**src/rtl/rpm_pkg.sv**
```systemverilog
`default_nettype none

package rpm_pkg;

  localparam int HUE_BITS    = 12;
  localparam int SAT_BITS    = 8;
  localparam int LIMIT_BITS  = 12;
  localparam int HUE_CMP_W   = (HUE_BITS > LIMIT_BITS) ? HUE_BITS : LIMIT_BITS;
  localparam int STEPS_PER_STAGE = 2;
  localparam int HUE_STAGES  = (HUE_BITS + STEPS_PER_STAGE - 1) / STEPS_PER_STAGE;
  localparam int SAT_STAGES  = (SAT_BITS + STEPS_PER_STAGE - 1) / STEPS_PER_STAGE;
  localparam int DIV_STAGES  = (HUE_STAGES > SAT_STAGES) ? HUE_STAGES : SAT_STAGES;
  localparam int LATENCY     = DIV_STAGES + 2;

  typedef struct packed {
    logic [7:0] blue;
    logic [7:0] green;
    logic [7:0] red;
  } pixel_t;

  typedef struct packed {
    logic                  is_red;
    logic [LIMIT_BITS-1:0] hue;
    logic [7:0]            saturation;
    logic [7:0]            brightness;
  } result_t;

  typedef enum logic [1:0] {
    REG_HUE_LOW  = 2'd0,
    REG_HUE_HIGH = 2'd1,
    REG_SAT_THR  = 2'd2,
    REG_VAL_THR  = 2'd3
  } reg_idx_e;

  // divider pipeline payload; remainders stay below their divisors except for gray and full-saturation items
  typedef struct packed {
    logic                gray;
    logic                sat_full;
    logic [7:0]          brightness;
    logic [10:0]         hue_rem;
    logic [10:0]         hue_div;
    logic [HUE_BITS-1:0] hue_q;
    logic [7:0]          sat_rem;
    logic [7:0]          sat_div;
    logic [SAT_BITS-1:0] sat_q;
  } div_t;

endpackage

`default_nettype wire

```
**src/rtl/red_pixel_mask.sv**
```systemverilog
// Channel   Direction  Handshake              Payload
// pixel     in         start high, busy low   pixel_i  (blue, green, red)
// result    out        result_valid_o strobe  result_o (is_red, hue, saturation, brightness)
// config    in         APB psel/penable       paddr, pwdata, prdata
//
// One item enters per cycle; each result passes the entry register, the
// restoring divider stages for hue and saturation (two quotient bits per
// stage) and the threshold register. busy stays low: the result side
// cannot stall, so the pipeline always advances. Reset clears valid bits and
// loads the default thresholds.
`default_nettype none

module red_pixel_mask (
  input  wire logic            clk_i,
  input  wire logic            rst_ni,
  input  wire logic            start,
  output logic                 busy,
  input  wire rpm_pkg::pixel_t pixel_i,
  output logic                 result_valid_o,
  output rpm_pkg::result_t     result_o,
  input  wire logic            psel,
  input  wire logic            penable,
  input  wire logic            pwrite,
  input  wire logic [3:0]      paddr,
  input  wire logic [31:0]     pwdata,
  output logic [31:0]          prdata,
  output logic                 pready
);
  import rpm_pkg::*;

  logic [LIMIT_BITS-1:0] hue_low_q, hue_high_q;
  logic [7:0]            sat_thr_q, val_thr_q;
  reg_idx_e              reg_idx;

  assign reg_idx = reg_idx_e'(paddr[3:2]);
  assign pready  = 1'b1;
  assign busy    = 1'b0;

  always_ff @(posedge clk_i or negedge rst_ni) begin
    if (!rst_ni) begin
      hue_low_q  <= LIMIT_BITS'(410);
      hue_high_q <= LIMIT_BITS'(3891);
      sat_thr_q  <= 8'd102;
      val_thr_q  <= 8'd38;
    end else if (psel && penable && pwrite) begin
      unique case (reg_idx)
        REG_HUE_LOW:  hue_low_q  <= pwdata[LIMIT_BITS-1:0];
        REG_HUE_HIGH: hue_high_q <= pwdata[LIMIT_BITS-1:0];
        REG_SAT_THR:  sat_thr_q  <= pwdata[7:0];
        REG_VAL_THR:  val_thr_q  <= pwdata[7:0];
        default: ;
      endcase
    end
  end

  always_comb begin
    unique case (reg_idx)
      REG_HUE_LOW:  prdata = 32'(hue_low_q);
      REG_HUE_HIGH: prdata = 32'(hue_high_q);
      REG_SAT_THR:  prdata = 32'(sat_thr_q);
      REG_VAL_THR:  prdata = 32'(val_thr_q);
      default:      prdata = '0;
    endcase
  end

  // entry stage: max, min, delta, hue numerator
  logic [7:0]  mx, mn, delta;
  logic [10:0] d6;
  logic [11:0] num;
  div_t        entry_d;

  always_comb begin
    mx = pixel_i.red;
    mn = pixel_i.red;
    if (pixel_i.green > mx) mx = pixel_i.green;
    if (pixel_i.blue > mx)  mx = pixel_i.blue;
    if (pixel_i.green < mn) mn = pixel_i.green;
    if (pixel_i.blue < mn)  mn = pixel_i.blue;
    delta = mx - mn;
    d6 = {1'b0, delta, 2'b00} + {2'b00, delta, 1'b0};
    if (pixel_i.red == mx) begin
      num = {4'b0, pixel_i.green} - {4'b0, pixel_i.blue};
      if (num[11]) num = num + {1'b0, d6};
    end else if (pixel_i.green == mx) begin
      num = {3'b0, delta, 1'b0} + {4'b0, pixel_i.blue} - {4'b0, pixel_i.red};
    end else begin
      num = {2'b0, delta, 2'b0} + {4'b0, pixel_i.red} - {4'b0, pixel_i.green};
    end
    entry_d.gray       = (delta == 8'd0);
    entry_d.sat_full   = (mn == 8'd0) && (mx != 8'd0);
    entry_d.brightness = mx;
    entry_d.hue_rem    = num[10:0];
    entry_d.hue_div    = d6;
    entry_d.hue_q      = '0;
    entry_d.sat_rem    = delta;
    entry_d.sat_div    = mx;
    entry_d.sat_q      = '0;
  end

  logic [DIV_STAGES:0] vld_q;
  div_t                stg_q [DIV_STAGES+1];
  div_t                stg_d [DIV_STAGES+1];

  // divider stages: restoring steps, one quotient bit per step
  always_comb begin
    div_t        cur;
    logic [11:0] hsh;
    logic [8:0]  ssh;
    stg_d[0] = entry_d;
    for (int k = 0; k < DIV_STAGES; k++) begin
      cur = stg_q[k];
      for (int j = 0; j < STEPS_PER_STAGE; j++) begin
        if (k * STEPS_PER_STAGE + j < HUE_BITS) begin
          hsh = {cur.hue_rem, 1'b0};
          if (hsh >= {1'b0, cur.hue_div}) begin
            hsh = hsh - {1'b0, cur.hue_div};
            cur.hue_q = {cur.hue_q[HUE_BITS-2:0], 1'b1};
          end else begin
            cur.hue_q = {cur.hue_q[HUE_BITS-2:0], 1'b0};
          end
          cur.hue_rem = hsh[10:0];
        end
        if (k * STEPS_PER_STAGE + j < SAT_BITS) begin
          ssh = {cur.sat_rem, 1'b0};
          if (ssh >= {1'b0, cur.sat_div}) begin
            ssh = ssh - {1'b0, cur.sat_div};
            cur.sat_q = {cur.sat_q[SAT_BITS-2:0], 1'b1};
          end else begin
            cur.sat_q = {cur.sat_q[SAT_BITS-2:0], 1'b0};
          end
          cur.sat_rem = ssh[7:0];
        end
      end
      stg_d[k+1] = cur;
    end
  end

  always_ff @(posedge clk_i or negedge rst_ni) begin
    if (!rst_ni) begin
      vld_q <= '0;
    end else begin
      vld_q <= {vld_q[DIV_STAGES-1:0], start && !busy};
    end
  end

  always_ff @(posedge clk_i) begin
    for (int k = 0; k <= DIV_STAGES; k++) begin
      stg_q[k] <= stg_d[k];
    end
  end

  // threshold stage
  div_t                 fin;
  logic [HUE_CMP_W-1:0] hue_ext;
  logic [7:0]           sat;
  result_t              result_d, result_q;
  logic                 result_valid_q;

  always_comb begin
    fin     = stg_q[DIV_STAGES];
    hue_ext = fin.gray ? '0 : HUE_CMP_W'(fin.hue_q);
    if (fin.gray)          sat = 8'd0;
    else if (fin.sat_full) sat = 8'd255;
    else                   sat = fin.sat_q;
    result_d.hue        = hue_ext[LIMIT_BITS-1:0];
    result_d.saturation = sat;
    result_d.brightness = fin.brightness;
    result_d.is_red     = ((hue_ext < HUE_CMP_W'(hue_low_q)) ||
                           (hue_ext > HUE_CMP_W'(hue_high_q))) &&
                          (sat > sat_thr_q) && (fin.brightness > val_thr_q);
  end

  always_ff @(posedge clk_i or negedge rst_ni) begin
    if (!rst_ni) begin
      result_valid_q <= 1'b0;
    end else begin
      result_valid_q <= vld_q[DIV_STAGES];
    end
  end

  always_ff @(posedge clk_i) begin
    result_q <= result_d;
  end

  assign result_valid_o = result_valid_q;
  assign result_o       = result_q;

  a_latency: assert property (@(posedge clk_i) disable iff (!rst_ni)
    (start && !busy) |-> ##LATENCY result_valid_o)
    else $error("item did not come out after the pipeline latency");

  a_black_not_red: assert property (@(posedge clk_i) disable iff (!rst_ni)
    (result_valid_o && result_o.brightness == 8'd0) |-> !result_o.is_red)
    else $error("black pixel marked red");

  a_gray_not_red: assert property (@(posedge clk_i) disable iff (!rst_ni)
    (result_valid_o && result_o.saturation == 8'd0) |-> !result_o.is_red)
    else $error("unsaturated pixel marked red");

  a_hue_needs_sat: assert property (@(posedge clk_i) disable iff (!rst_ni)
    (result_valid_o && result_o.hue != '0) |-> (result_o.saturation != 8'd0))
    else $error("nonzero hue with zero saturation");

endmodule

`default_nettype wire

```
**config.mk**
```make
export PLATFORM = sky130hd
export DESIGN_NAME = red_pixel_mask
export DESIGN_NICKNAME = d
export VERILOG_FILES = /design/src/rtl/rpm_pkg.sv /design/src/rtl/red_pixel_mask.sv
export SDC_FILE = /design/constraint.sdc
export NUM_CORES = 1
export LEC_CHECK = 0
export BUFFER_PORTS_ARGS = -buffer_cell sky130_fd_sc_hd__buf_2
export CAP_MARGIN = 20
export CORE_ASPECT_RATIO = 1.2
export CORE_MARGIN = 2
export CORE_UTILIZATION = 50
export DETAILED_ROUTE_END_ITERATION = 16
export PLACE_DENSITY = 0.63
export SLEW_MARGIN = 30
export SYNTH_ARGS = -nofsm -noshare
export SYNTH_HDL_FRONTEND = slang
export SYNTH_SLANG_ARGS = --single-unit
```
**constraint.sdc**
```tcl
create_clock -name clk_i -period 5.9 [get_ports clk_i]
set_clock_uncertainty 0.05 [all_clocks]
set_input_delay 1.475 -clock clk_i [delete_from_list [all_inputs] [get_ports clk_i]]
set_output_delay 1.475 -clock clk_i [all_outputs]
set_load 0.005 [all_outputs]
```
; Word level (Yosys, flattened, before mapping)
; Memory sizes are Yosys's and may differ from the RTL's.
; Index checks and enable logic that the tools add are counted.
[totals]
ff_bits = 77
mem_bits_rw = 476
inputBits = 66
out_inout_bits = 64
wordCells = 137
mem_count = 1
[memory_table]
columns = name, depth, word_bits, rd, rd_clocked_by_memory_dff, wr, line_no
row1 = stg_q, 7, 68, 7, 0, 7, red_pixel_mask.sv:101  ; div_t stg_q [DIV_STAGES+1];
[op_classes]
add_sub_neg = 28
order_cmp = 28
n_eq_ne = 5
mux = 51
reduce_logical = 14
[op_table]
columns = cell, count
row1 = $mux W11, 15
row2 = $ge A12 B11 Y1, 12
row3 = $sub A11 B11 Y11, 12
row4 = $pmux W32 S4, 1
row5 = $mux W8, 14
row6 = $ge A9 B8 Y1, 8
row7 = $sub A8 B8 Y8, 9
row8 = $gt A8 B8 Y1, 4
row9 = $mux W1, 20
row10 = $eq A8 B8 Y1, 2
row11 = $logic_not A8 Y1, 2
row12 = $lt A8 B8 Y1, 2
row13 = $gt A12 B12 Y1, 1
row14 = $lt A12 B12 Y1, 1
row15 = $mux W12, 1
row16 = $add A10 B8 Y11, 1
row17 = $add A10 B9 Y11, 1
row18 = $add A11 B11 Y11, 1
row19 = $sub A10 B8 Y11, 1
row20 = $sub A11 B8 Y11, 1
row21 = $add A9 B8 Y10, 1
row22 = $sub A8 B8 Y9, 1
row23 = $reduce_and A2 Y1, 4
row24 = $reduce_bool A8 Y1, 1
row25 = 5 further kinds, 10

; Logic depth before layout (Yosys ltp)
[logic_depth]
depth_word = 9
mapped_depth = 39
mapped_depth_nobuf = 39

; Worst setup path after synthesis
; Ideal clock, no wire load.
[synth_path]
kind = input port to flip-flop
from = in pixel_i[3] (netlist name)
to = mem stg_q[0][57] (netlist name)
setup_time_ns = 0.126
t_arrival_ns = 8.054
required_time_ns = 5.724
slack_ns = -2.331
cell_stages = 37
n_path_buf = 2
path_cell_list = inv_1 -> ha_1 -> a21oi_1 -> a21oi_4 -> o21ai_2 -> buf_2 -> nand2_1 -> o21ai_0 -> inv_1 -> ha_1 -> a21oi_1 -> o21ai_0 -> and3_1 -> a31oi_4 -> nand3_2 -> nand3_4 -> mux2i_1 -> inv_1 -> ha_1 -> nor2b_1 -> o21ai_0 -> nand2_1 -> a21o_1 -> a21o_1 -> xnor2_1 -> clkbuf_1 -> inv_1 -> ha_1 -> a21oi_1 -> nand2_1 -> xor2_1 -> ha_1 -> inv_1 -> o21bai_1 -> a21oi_1 -> xor2_1 -> o32ai_2
[synth_lines]
columns = element, line_no
row1 = from (decl), red_pixel_mask.sv:18  ; input wire rpm_pkg::pixel_t pixel_i,
row2 = to (decl), red_pixel_mask.sv:101

==> impl_metrics.env <==
export IMPL_die_area_um2=46320
export IMPL_num_vias=17820
export IMPL_cts_root_buf="clkbuf_16"
export IMPL_ant_nets=0
export IMPL_grt_pass1_wl_um=88480
export IMPL_flow_area_growth_from_synthesis_pct=23.97
export IMPL_slew_limit_headroom=0.3885
export IMPL_final_hold_viol_count=0
export IMPL_regToRegSetupSlack_ns=0.44
export IMPL_period_share=1.213
export IMPL_antenna_found_initial=4
export IMPL_critPathBufInv=7
export IMPL_crit_start="pixel_i[1]"
export IMPL_setup_viol=15
export IMPL_place_area_um2=25190
export IMPL_synth_top_area_share=0.2953
export IMPL_htreeDepth=2
export IMPL_wl_met2_um=28530
export IMPL_synth_yosys_seq_area_share=0.3503
export IMPL_core_area_um2=43930
export IMPL_slowest_delay_ns=0.32
export IMPL_hold_class="flip-flop to flip-flop"
export IMPL_min_path_cells=0
export IMPL_cap_violations=0
export IMPL_cts_tree="built"
export IMPL_synthMuxAreaShare=0.06692
export IMPL_grt_overflow=0
export IMPL_dp_hpwl_um=44050
export IMPL_die_w_um=196.8
export IMPL_worstReg2RegEnd="stg_q[4][57]"
export IMPL_grtUsageTotal=0.2337
export IMPL_nets=3160
export IMPL_start_util=0.5077
export IMPL_top_layer_used="met5"
export IMPL_yosys_top_cells_area="dfxtp_1, ha_1, inv_1, mux2_2, xnor2_1"
export IMPL_fin_crit_ns=7.159
export IMPL_maxSlewViolCount=0
export IMPL_ys_types=89
export IMPL_outcome="complete, but fails checks"
export IMPL_avgViaCountPerCell=5.297
export IMPL_cts_sinks=377
export IMPL_drt_iter0_drc=790
export IMPL_synth_flop_cell="dfxtp_1"
export IMPL_worst_pin_slew_ns=0.9139
export IMPL_layout_drive_gt1_share=0.2512
export IMPL_grt_start_max_net_pins=49
export IMPL_clk_pin_slew_ns=0.06
export IMPL_critPathKind="input port to flip-flop"
export IMPL_hold_start="stg_q[3][24]"
export IMPL_die_h_um=235.4
export IMPL_postSynthCellCount=2424
export IMPL_worstPathMaxFanout=5
export IMPL_m1WireLength_um=22760
export IMPL_grt_pass1_vias=18320
export IMPL_synthXorXnorAreaFrac=0.05531
export IMPL_critPathMostFrequentCell="ha_4"
export IMPL_synth_fa_ha_area_frac=0.1896
export IMPL_grt_setup_unrepaired="yes"
export IMPL_synthSimpleGateAreaFrac=0.1285
export IMPL_yosys_warnings=0
export IMPL_synth_async_reset_ratio=0.1273
export IMPL_std_cell_rows=84
export IMPL_avgSynthCellArea_um2=9.201
export IMPL_worst_setup_path_start_kind="input port"
export IMPL_synth_most_common_cell="dfxtp_1"
export IMPL_yosysTopAreaCell="dfxtp_1"
export IMPL_ff2ff_path_depth=27
export IMPL_port_buffers=85
export IMPL_synth_seq_cells=377
export IMPL_cts_buffers=38
export IMPL_io_pins=130
export IMPL_place_gp_congestion=0.9222
export IMPL_violations="setup timing"
export IMPL_synth_top_family_by_area="adder cells"
export IMPL_worst_setup_path_end_kind="flip-flop"
export IMPL_fin_ws_ns=-1.259
export IMPL_wl_per_cell_um=16.48
export IMPL_cp_required_ns=6.25
export IMPL_fin_area_um2=27650
export IMPL_synth_edf_count=0
export IMPL_min_to="stg_q[4][26]"
export IMPL_syn_area_um2=22300
export IMPL_totalWireLength_um=55420
export IMPL_max_freq_ghz=0.1397
export IMPL_synthTopCellsByCount="dfxtp_1, inv_1, ha_1"
export IMPL_critical_path_top_delay_family="compound AO/OA/AOI/OAI gates"
export IMPL_crit_slowest_cell="or3_1"
export IMPL_drc=0
export IMPL_max_clock_path_buffers=3
export IMPL_first_pass_iters=5
export IMPL_clk_latency_ns=0.53
export IMPL_arrival_ns=7.51
export IMPL_wl_met3_um=2036
export IMPL_reg2reg_from="stg_q[3][38]"
export IMPL_synth_compound_area_frac=0.1445
==> final cells by class <==
type | instances | area, µm²
antenna | 2 | 5.005
clock buffer | 54 | 1155
clock inverter | 15 | 161.4
fill | 3659 | 16280
inverter | 304 | 1156
multi-input combinational | 1709 | 14150
sequential | 377 | 7815
tap | 559 | 699.4
timing repair buffer | 344 | 2510
==> cells by family (layout without fill, tap and decap cells) <==
logic type / after synthesis / after routing
flip-flops: 377 / 377
buffers and inverters: 360 / 717
AO/OA/AOI/OAI: 517 / 518
XOR/XNOR: 140 / 140
other: 2 / 24
AND/OR/NAND/NOR: 584 / 585
multiplexers: 124 / 124
adder cells (fa/ha/maj): 320 / 320
==> metrics by stage <==
| stage | worst slack, ns | utilization | hold slack [ns] | std cells | TNS, ns |
|---|---|---|---|---|---|
| 2_1_floorplan | -1.614 | - | 0.2596 | 2444 | -13.91 |
| 3_3_place_gp | -1.913 | 0.5734 | 0.2599 | 3252 | -22.26 |
| 3_5_place_dp | -2.040 | 0.5735 | 0.2621 | 3252 | -24.80 |
| 4_1_cts | -1.187 | 0.6138 | 0.2615 | 3344 | -9.459 |
| 5_1_grt | -1.507 | 0.6293 | 0.2638 | 3362 | -13.36 |
| 6_report | -1.259 | 0.6294 | 0.2596 | 3364 | -10.05 |
==> routing by layer <==
layer	track usage	up-vias
li1	-	8958
met1	0.2726	8344
met2	0.4360	378
met3	0.02693	132
met4	0.08499	8
met5	0	-
==> sequential cells by signal, summed over array words and instances, names as in the netlist <==
register	count
stg_q	300
result_o	29
hue_high_q	12
hue_low_q	12
sat_thr_q	8
val_thr_q	8
vld_q	7
result_valid_o	1
==> cell usage in the layout (no fill, tap or decap), types with 23 or more instances in the layout <==
cell | Yosys | final
nand2_1 | 150 | 144
inv_1 | 301 | 285
nand2b_1 | 38 | 38
buf_2 | 5 | 80
nand4_1 | 38 | 38
ha_4 | 0 | 28
a21o_1 | 49 | 49
xor2_1 | 42 | 38
nor2_1 | 174 | 163
o21ai_1 | 7 | 33
dfrtp_1 | 28 | 28
xnor2_1 | 97 | 81
mux2_2 | 85 | 84
buf_4 | 22 | 238
dfxtp_1 | 329 | 327
a21oi_2 | 1 | 23
fa_1 | 30 | 26
a21oi_1 | 140 | 110
clkbuf_16 | 0 | 41
nor2b_1 | 59 | 57
o21ai_0 | 169 | 137
ha_1 | 290 | 262
nand3_1 | 35 | 34
==> what timing repair did <==
item / in CTS / in global routing
hold buffers: 0 / 0
setup buffers: 22 / 21
resized for setup: 63 / 122
cloned: 2 / 0
setup endpoints to repair: 26 / 69
pin swaps: 58 / 78
==> worst max path at each step <==
stage | endpoint | slack (ns) | cells past startpoint
3_5_place_dp | stg_q[0][57] | -2.04 | 39
6_report | stg_q[0][57] | -1.26 | 40
3_3_place_gp | stg_q[0][57] | -1.91 | 36
4_1_cts | stg_q[0][57] | -1.19 | 37
2_1_floorplan | stg_q[0][57] | -1.61 | 34
5_1_grt | stg_q[0][57] | -1.51 | 39
Power is left out: the tool's default activity adds up to more than one toggle a clock period on the data nets, which glitch-free logic cannot reach.
